<file path="config.mk">
export PLATFORM = sky130hd
export DESIGN_NAME = strict_priority_multi_queue
export DESIGN_NICKNAME = d
export VERILOG_FILES = /design/src/rtl/core/spmq_pkg.sv /design/src/rtl/core/strict_priority_multi_queue.sv /design/src/rtl/core/spmq_datapath.sv /design/src/rtl/core/spmq_ctrl.sv
export SDC_FILE = /design/constraint.sdc
export NUM_CORES = 2
export LEC_CHECK = 0
export BUFFER_PORTS_ARGS = -buffer_cell sky130_fd_sc_hd__buf_4
export CELL_PAD_IN_SITES_DETAIL_PLACEMENT = 1
export CELL_PAD_IN_SITES_GLOBAL_PLACEMENT = 2
export CORE_UTILIZATION = 49
export CTS_BUF_LIST = sky130_fd_sc_hd__clkbuf_4 sky130_fd_sc_hd__clkbuf_8 sky130_fd_sc_hd__clkbuf_16
export CTS_CLUSTER_SIZE = 20
export DETAILED_ROUTE_END_ITERATION = 16
export PLACE_DENSITY_LB_ADDON = 0.05
export SYNTH_ARGS = -nofsm -noshare
export SYNTH_HDL_FRONTEND = slang
export SYNTH_SLANG_ARGS = --single-unit
</file>
<file path="constraint.sdc">
create_clock -name clk -period 12 [get_ports clk]
set_input_delay 1.8 -clock clk [delete_from_list [all_inputs] [get_ports clk]]
set_output_delay 1.8 -clock clk [all_outputs]
set_load 0.02 [all_outputs]
</file>
<file path="src/rtl/core/spmq_pkg.sv">
// Shared types, constants and codes for the strict priority multi-queue.
`timescale 1ns / 1ps
package spmq_pkg;

  localparam int LEVELS = 3;
  localparam int DEPTH  = 16;

  // Field widths fixed by the request and response formats
  localparam int LVL_W = 2;
  localparam int PAY_W = 32;
  localparam int ST_W  = 2;

  // Widths derived from the queue geometry
  localparam int LIDX_W = (LEVELS > 1) ? $clog2(LEVELS) : 1;
  localparam int PTR_W  = (DEPTH > 1) ? $clog2(DEPTH) : 1;
  localparam int CNT_W  = $clog2(DEPTH + 1);
  localparam int SLOTS  = LEVELS * DEPTH;
  localparam int ADDR_W = $clog2(SLOTS);

  // Request kinds
  localparam logic REQ_ENQ = 1'b0;
  localparam logic REQ_DEQ = 1'b1;

  // Response status codes
  localparam logic [ST_W-1:0] ST_ENQUEUED = 2'd0;
  localparam logic [ST_W-1:0] ST_SERVED   = 2'd1;
  localparam logic [ST_W-1:0] ST_EMPTY    = 2'd2;
  localparam logic [ST_W-1:0] ST_FULL     = 2'd3;

  typedef struct packed {
    logic             req_type;
    logic [LVL_W-1:0] priority_level;
    logic [PAY_W-1:0] payload;
  } req_t;

  typedef struct packed {
    logic [ST_W-1:0]  status;
    logic [LVL_W-1:0] served_level;
    logic [PAY_W-1:0] served_payload;
  } rsp_t;

  // Controller to datapath commands
  typedef struct packed {
    logic load_req;     // capture the accepted request
    logic commit_enq;   // write the entry, advance tail, bump count
    logic commit_deq;   // read the head, advance head, drop count
    logic load_plain;   // load an enqueue, empty or full response
    logic load_served;  // load a served response from the read data
  } dp_cmd_t;

  // Datapath to controller status
  typedef struct packed {
    logic is_deq;     // held request is a dequeue
    logic any_ready;  // at least one queue holds an entry
  } dp_stat_t;

endpackage

</file>
<file path="src/rtl/core/strict_priority_multi_queue.sv">
// Top level of the three-level strict priority multi-queue.
//
//   channel   signals                         payload
//   request   req_valid / req_ready           req_data  (req_t)
//   response  rsp_valid / rsp_ready           rsp_data  (rsp_t)
//
// An enqueue, a rejected enqueue or an empty dequeue loads its response once
// the response slot is free; a served dequeue first does the registered read
// of the entry memory and then loads its response once the slot is free. The
// state machine handles one request at a time, so a new request is accepted
// only after the response of the previous one has been loaded.
// Reset empties every queue at once; memory contents are not cleared.
// A stalled response holds in its register while the next request is taken.
`timescale 1ns / 1ps
module strict_priority_multi_queue import spmq_pkg::*; (
  input  logic clk,
  input  logic rst,
  input  logic req_valid,
  output logic req_ready,
  input  req_t req_data,
  output logic rsp_valid,
  input  logic rsp_ready,
  output rsp_t rsp_data
);

  dp_cmd_t  cmd;
  dp_stat_t stat;

  spmq_ctrl u_ctrl (
    .clk       (clk),
    .rst       (rst),
    .req_valid (req_valid),
    .req_ready (req_ready),
    .rsp_valid (rsp_valid),
    .rsp_ready (rsp_ready),
    .stat      (stat),
    .cmd       (cmd)
  );

  spmq_datapath u_datapath (
    .clk      (clk),
    .rst      (rst),
    .req_data (req_data),
    .cmd      (cmd),
    .stat     (stat),
    .rsp_data (rsp_data)
  );

endmodule

</file>
<file path="src/rtl/core/spmq_datapath.sv">
// Queue pointers, fill counts, entry memory and response register.
`timescale 1ns / 1ps
module spmq_datapath import spmq_pkg::*; (
  input  logic     clk,
  input  logic     rst,
  input  req_t     req_data,
  input  dp_cmd_t  cmd,
  output dp_stat_t stat,
  output rsp_t     rsp_data
);

  req_t             req_q;
  logic [PTR_W-1:0] heads  [LEVELS];
  logic [PTR_W-1:0] tails  [LEVELS];
  logic [CNT_W-1:0] counts [LEVELS];
  logic [PAY_W-1:0] mem    [SLOTS];
  logic [PAY_W-1:0] rd_data;
  logic [LIDX_W-1:0] sel_q;
  rsp_t             rsp_q;

  logic              lvl_ok;
  logic [LIDX_W-1:0] enq_idx;
  logic              enq_ok;
  logic              any_ready;
  logic [LIDX_W-1:0] sel;
  logic [ADDR_W-1:0] wr_addr;
  logic [ADDR_W-1:0] rd_addr;

  function automatic logic [PTR_W-1:0] next_slot(input logic [PTR_W-1:0] p);
    return (p == PTR_W'(DEPTH - 1)) ? '0 : p + PTR_W'(1);
  endfunction

  // Check the enqueue target
  always_comb begin
    lvl_ok  = ({1'b0, req_q.priority_level} < (LVL_W + 1)'(LEVELS));
    enq_idx = lvl_ok ? LIDX_W'(req_q.priority_level) : '0;
    enq_ok  = lvl_ok && (counts[enq_idx] < CNT_W'(DEPTH));
  end

  // Pick the highest-priority non-empty queue
  always_comb begin
    any_ready = 1'b0;
    sel       = '0;
    for (int i = LEVELS - 1; i >= 0; i--) begin
      if (counts[i] != '0) begin
        any_ready = 1'b1;
        sel       = LIDX_W'(i);
      end
    end
  end

  assign wr_addr = ADDR_W'(enq_idx) * ADDR_W'(DEPTH) + ADDR_W'(tails[enq_idx]);
  assign rd_addr = ADDR_W'(sel) * ADDR_W'(DEPTH) + ADDR_W'(heads[sel]);

  assign stat.is_deq    = (req_q.req_type == REQ_DEQ);
  assign stat.any_ready = any_ready;

  // Hold the accepted request
  always_ff @(posedge clk) begin
    if (cmd.load_req) begin
      req_q <= req_data;
    end
  end

  // Advance pointers and counts
  always_ff @(posedge clk) begin
    if (rst) begin
      for (int i = 0; i < LEVELS; i++) begin
        heads[i]  <= '0;
        tails[i]  <= '0;
        counts[i] <= '0;
      end
    end else if (cmd.commit_enq && enq_ok) begin
      tails[enq_idx]  <= next_slot(tails[enq_idx]);
      counts[enq_idx] <= counts[enq_idx] + CNT_W'(1);
    end else if (cmd.commit_deq) begin
      heads[sel]  <= next_slot(heads[sel]);
      counts[sel] <= counts[sel] - CNT_W'(1);
    end
  end

  // Entry memory with registered read
  always_ff @(posedge clk) begin
    if (cmd.commit_enq && enq_ok) begin
      mem[wr_addr] <= req_q.payload;
    end
    if (cmd.commit_deq) begin
      rd_data <= mem[rd_addr];
      sel_q   <= sel;
    end
  end

  // Load the response register
  always_ff @(posedge clk) begin
    if (cmd.load_served) begin
      rsp_q.status         <= ST_SERVED;
      rsp_q.served_level   <= LVL_W'(sel_q);
      rsp_q.served_payload <= rd_data;
    end else if (cmd.load_plain) begin
      priority if (stat.is_deq) begin
        rsp_q.status <= ST_EMPTY;
      end else if (enq_ok) begin
        rsp_q.status <= ST_ENQUEUED;
      end else begin
        rsp_q.status <= ST_FULL;
      end
      rsp_q.served_level   <= '0;
      rsp_q.served_payload <= '0;
    end
  end

  assign rsp_data = rsp_q;

endmodule

</file>
<file path="src/rtl/core/spmq_ctrl.sv">
// Request sequencing state machine and response valid flag.
`timescale 1ns / 1ps
module spmq_ctrl import spmq_pkg::*; (
  input  logic     clk,
  input  logic     rst,
  input  logic     req_valid,
  output logic     req_ready,
  output logic     rsp_valid,
  input  logic     rsp_ready,
  input  dp_stat_t stat,
  output dp_cmd_t  cmd
);

  localparam logic [1:0] S_IDLE   = 2'd0;
  localparam logic [1:0] S_EXEC   = 2'd1;
  localparam logic [1:0] S_RDWAIT = 2'd2;

  logic [1:0] state;
  logic [1:0] state_next;
  logic       out_free;

  assign out_free  = !rsp_valid || rsp_ready;
  assign req_ready = (state == S_IDLE);

  // Decode commands and next state
  always_comb begin
    state_next = state;
    cmd        = '0;
    unique case (state)
      S_IDLE: begin
        if (req_valid) begin
          cmd.load_req = 1'b1;
          state_next   = S_EXEC;
        end
      end
      S_EXEC: begin
        if (stat.is_deq && stat.any_ready) begin
          cmd.commit_deq = 1'b1;
          state_next     = S_RDWAIT;
        end else if (out_free) begin
          cmd.commit_enq = !stat.is_deq;
          cmd.load_plain = 1'b1;
          state_next     = S_IDLE;
        end
      end
      S_RDWAIT: begin
        if (out_free) begin
          cmd.load_served = 1'b1;
          state_next      = S_IDLE;
        end
      end
      default: begin
        state_next = S_IDLE;
      end
    endcase
  end

  // Advance state and track the response slot
  always_ff @(posedge clk) begin
    if (rst) begin
      state     <= S_IDLE;
      rsp_valid <= 1'b0;
    end else begin
      state <= state_next;
      if (cmd.load_plain || cmd.load_served) begin
        rsp_valid <= 1'b1;
      end else if (rsp_ready) begin
        rsp_valid <= 1'b0;
      end
    end
  end

endmodule

</file>
# After elaboration in Yosys (flattened, before gate mapping)
# Memories as Yosys holds them, arrays and structs flattened. A register that Yosys moved wholly into a read port is not among the register bits.
# Cells that the tools add are included.
# classes
add_sub_neg	6
mul	0
div_mod_pow	0
magnitude_cmp	2
n_eq_ne	5
shift	0
n_mux	50
n_bitwise	0
reduce_logical	17
# op_table
operator	n
34-bit 2-to-1 mux	2
1-bit 2-to-1 mux	27
2-bit 2-to-1 mux	13
4-bit 2-to-1 mux	4
5-bit nonzero test	3
6-bit by 4-bit adder with 6-bit output	2
5-bit 2-to-1 mux	2
5-bit OR reduction	2
4-bit by 1-bit adder with 4-bit output (second input constant)	2
4-bit equality test (second input constant)	2
4-bit OR reduction	2
2-bit case mux with 3 select lines	1
5-bit by 1-bit adder with 5-bit output (second input constant)	1
5-bit < comparator (second input constant)	1
5-bit by 1-bit subtractor with 5-bit output (second input constant)	1
2-bit nonzero test	2
1-bit logical AND	3
3-bit 2-to-1 mux	1
2-bit by 1-bit equality test with 1-bit output (second input constant)	1
2-bit equality test (second input constant)	1
1-bit zero test	2
2-bit zero test	1
1-bit logical OR	2
2-bit < comparator (second input constant)	1
2-bit != test (second input constant)	1
# totals
ff_bits	76
latchBits	0
mem_bits_rw	1575
mem_bits_ro	0
in_bits	39
wordCells	93
memories	4
# memory_table
name	depth	word_bits	read_ports	rd_ports_with_merged_regs	write_ports	line_no	source
u_datapath.mem	48	32	1	1	1	spmq_datapath.sv:16	logic [PAY_W-1:0] mem [SLOTS];
u_datapath.counts	3	5	5	0	3	spmq_datapath.sv:15	logic [CNT_W-1:0] counts [LEVELS];
u_datapath.heads	3	4	1	0	3	spmq_datapath.sv:13	logic [PTR_W-1:0] heads [LEVELS];
u_datapath.tails	3	4	1	0	3	spmq_datapath.sv:14	logic [PTR_W-1:0] tails [LEVELS];

# Depth between registers and ports, before layout
# An unclocked memory read counts as a cell.
# logic_depth
word_depth	15
depth_mapped	12

# Hierarchy
# A second synthesis with hierarchy kept.
# unflattened
hier_cells	4659
hier_area_um2	66617.6
# modules_own_cells
mod	n_inst	cells_per_inst	area_each_um2	seq_area_each_um2
spmq_datapath	1	4637	66436.2	50698.6
spmq_ctrl	1	22	181.4	60.1

# Worst setup path before layout
# OpenSTA, ideal clock, no wires.
# synth_path
path_kind	input-to-reg
from	input rsp_ready
to	memory u_datapath.mem[0][0] (enable)
setup_ns	0.421
arrival_ns	4.147
slack_ns	7.432
cell_stages	7
cell_sequence	nand2b_1 > nand2_1 > or3_1 > clkbuf_1 > nor2_1 > nand2_1 > nor2_1
# synth_via
elab_chain_cells	7
# synth_lines
element	line_no	source
from (decl)	strict_priority_multi_queue.sv:22	input logic rsp_ready,
1-bit logical OR	spmq_ctrl.sv:22	assign out_free = !rsp_valid || rsp_ready;
1-bit 2-to-1 mux	spmq_ctrl.sv:40	end else if (out_free) begin
1-bit 2-to-1 mux	spmq_ctrl.sv:37	if (stat.is_deq && stat.any_ready) begin
3-bit 2-to-1 mux	spmq_ctrl.sv:29	unique case (state)
1-bit logical AND	spmq_datapath.sv:84	if (cmd.commit_enq && enq_ok) begin
1-bit 2-to-1 mux	spmq_datapath.sv:84	
1-bit 2-to-1 mux (not written as such)	spmq_datapath.sv:85	mem[wr_addr] <= req_q.payload;
to (decl)	spmq_datapath.sv:16	
# Every way passes these cells.

==> key figures <==
Synth
  – Post-synth EDFFs: 1687
  – Synth top area share: about three quarters
  – Post-synthesis mux area share: around 3.9%
  – XOR/XNOR share of the synthesized area: 0.103%
  – Synth cell types: 65
  – Most numerous cell in the Yosys netlist: edfxtp_1
  – Cell area after synthesis: 0.0682 sq mm
  – Avg Inst Size Synth: 13.8 sq um
  – Yosys warns: 0
  – Post-synth ARST share: 0%
  – Adder-Cell Fraction of Synth Area: 0.165%
  – Largest family of logic cells by synthesized area: simple AND/OR/NAND/NOR gates
  – Syn_nets: 4980
  – Syn Inst Count: 4932
  – Cell taking the most area after synthesis: edfxtp_1
  – Number of synthesized register bits: 1692
  – Synth Area in Compound Gates: 6.85%
  – Dominant cells by area after synthesis: edfxtp_1, nand2_1, mux2i_1
  – Prevailing post-synth register cell: edfxtp_1
  – Synth cell count leaders: edfxtp_1, nand2_1, nand3_1, mux2i_1, a21oi_1
  – Post-synthesis simple-gate area fraction: between 10% and 20%
  – Register area share after synthesis: around 74%

Floorplan
  – IO Count: slightly below 80
  – Rows: approximately 140
  – Core ar.: 0.138 sq mm
  – Initial core utilization: 49.5%
  – Die area: around 0.14 sq mm
  – Die span in x: about 380 um
  – Die span in y: 375 um

Clock network
  – Clock Pin Slew Worst Setup and Hold Paths: ~0.06 ns
  – Clk buf depth: 3
  – Setup bufs post-CTS: 0
  – CTS hold repair buffers: 0
  – CTS root buf: clkbuf_16
  – # clock sinks: 1692
  – CTS tree: yes
  – CTS buffer count: 176
  – # resized after CTS: 0
  – Worst-skew pair later-pin latency: a little over 0.8 ns
  – CTS H-tree lvls: 4

STA
  – Pins Over Slew Limit: 15
  – Final setup vio count: 0
  – Hold WS: 0.450 ns
  – Worst Tran Pin Value: between 1.5 and 2 ns
  – Post-route minimum period: 6.45 ns
  – Fmax: 155 MHz
  – Setup TNS: 0 ns
  – Final Hold Vio Count: 0
  – Slew HR: -4.13%
  – Unrepaired setup endpoints after global routing: false
  – Final Skew: 0.0277 ns
  – Final Cycle Share: 53.8%

Power and ir drop
  – Maximum vdd drop: 0.165 mV
  – Static Leak: 26.3 nW
  – Pwr per Cell Area: ~170 mW/mm^2

Placement
  – Placed cell areas: approximately 0.071 sq mm
  – I/O Buffers: between 70 and 80
  – HPWL Detailed: 118000 um
  – GPL Wtd Cong: 0.824

Drt
  – Post-route ant nets: 0
  – Total routed wirelength: 216000 um
  – Initial DRC Count: 4513
  – Met1 wire length: ~90000 um
  – Router iterations before antenna repair: 5
  – DR vias/cell: 6.28
  – Number of remaining DRC errors: 0
  – WL/cell: 31.1 um
  – Met2 wire len: 101000 um
  – Routed via count: roughly 44000
  – Met3 WL post-DR: 17200 um
  – Top sig layer: met5

Final layout
  – Nets: approximately 5100
  – Utilization after layout: 55.7%
  – Post-Layout Inst Area: between 0.07 and 0.08 sq mm
  – Share of layout cells above drive strength 1: 12.1%
  – Area delta synth->final: 12.6%

Critical path
  – Crit Path Max Fanout: 37
  – Crit path top cell by count: buf_4
  – Crit path buffers/inverters: 3
  – Critical Path RT: around 12 ns
  – Critical Path Sink Type: register
  – Setup CP Type: register to register
  – Top delay family on crit path: compound AO/OA/AOI/OAI gates
  – CP cell instances: nor4_1 -> nand2_1 -> nor2_4 -> buf_4 -> o22a_2 -> buf_4 -> nor2_4 -> buf_4 -> and2_1 -> a2111oi_1 -> a22o_1 -> a221oi_1
  – Crit path max-delay cell type: a2111oi_1
  – CP max stage delay: 1.15 ns
  – CP arrival: 6.94 ns
  – Startpoint Class: register

Run
  – Max Cap Violations: 1

GRT
  – Grt total ovfl: 0
  – Vias in the first global route: 44599
  – Largest net degree at the start of global routing: 145
  – First-pass GRT wire length: 309000 um
  – Gr usage total: 30.7%
  – Initial antenna violation count: 15

Run status
  – Status: complete, but fails checks
  – Failing checks: capacitance limit, slew limit

Min path
  – Worst hold path type: register to register
cells in the final DEF, fill, tap and decap left out, types with 15 or more instances in the layout:
| master | n |
|---|---|
| mux2i_1 | 223 |
| mux2_2 | 19 |
| nor3_1 | 52 |
| clkbuf_4 | 48 |
| clkbuf_16 | 179 |
| a21boi_1 | 17 |
| o221ai_1 | 32 |
| a31oi_1 | 85 |
| nand3_1 | 314 |
| clkinv_2 | 29 |
| edfxtp_1 | 1687 |
| a21oi_1 | 212 |
| nor2_1 | 58 |
| and4_1 | 32 |
| o21ai_0 | 53 |
| a21o_1 | 47 |
| nor2_4 | 54 |
| a32oi_1 | 47 |
| or3_1 | 21 |
| buf_4 | 221 |
| inv_1 | 37 |
| a311oi_1 | 18 |
| nand2_1 | 1215 |
| nor4b_2 | 15 |
| and2_1 | 15 |
| clkinv_1 | 41 |
| a2111oi_0 | 18 |
| a21boi_0 | 19 |
| o22ai_1 | 44 |
| a211oi_1 | 18 |
| and3_1 | 67 |
| o32ai_1 | 18 |
| nand4_1 | 36 |
layout make-up:
| cell class | count | area (sq um) |
|---|---|---|
| Fill cell | 13166 | 61100 |
| Sequential cell | 1692 | 50800 |
| Multi-Input combinational cell | 2882 | 16500 |
| Clock buffer | 229 | 4870 |
| Tap cell | 1794 | 2240 |
| Timing Repair Buffer | 224 | 1700 |
| Clock inverter | 85 | 531 |
| Inverter | 41 | 166 |
| Antenna cell | 3 | 7.51 |
per-stage QoR:
step / instances / total power, W / setup slack (ns)
floorplan: 4932 / 0.00735 / 7.43
global placement: 6632 / 0.00780 / 5.87
detailed placement: 6632 / 0.00782 / 5.76
CTS: 6946 / 0.0129 / 5.72
global route: 6947 / 0.0132 / 5.30
finish: 6950 / 0.0129 / 5.55
logic make-up (layout without fill, tap and decap cells):
logic type | Yosys count | after routing
compound gates | 696 | 696
xor+xnor | 8 | 8
fa+ha+maj | 9 | 9
buf+inv | 358 | 579
flops | 1692 | 1692
mux | 250 | 250
other cells | 0 | 3
simple gates | 1919 | 1919
worst paths after layout:
kind | from | to | slack [ns] | cells past startpoint
max | u_datapath.counts[0][0] | u_datapath.rd_data[28] | 5.55 | 12
min | u_datapath.rsp_data[35] | u_datapath.rsp_data[35] | 0.45 | 2
max reg2reg | u_datapath.counts[0][0] | u_datapath.rd_data[28] | 5.55 | 12
min reg2reg | u_datapath.rsp_data[35] | u_datapath.rsp_data[35] | 0.45 | 2
state kept, by name, indices dropped and copies added, names as in the netlist:
register             cells
u_ctrl.rsp_valid         1
u_ctrl.state             2
u_datapath.counts       20
u_datapath.heads        12
u_datapath.mem        1536
u_datapath.rd_data      32
u_datapath.req_q        34
u_datapath.rsp_data     36
u_datapath.sel_q         2
u_datapath.stat          1
u_datapath.tails        16
metal layers:
layer  up-vias  global-route usage [%]
met5         -                       0
met4         2                    10.1
met1     22815                    42.3
met3       397                    6.49
met2      1733                    48.7
li1      18677                       -
tightest hold or removal path, stage by stage, from the launching register on:
cell,delay [ns]
dfxtp_1,0.31
inv_1,0.05
a21oi_1,0.05
report_power, final:
part | switching [W] | internal (W)
Clock | 0.00227 | 0.00290
Sequential | 0.0000205 | 0.00655
Combinational | 0.000831 | 0.000301
Note: power is estimated with default switching activity, not from simulation.
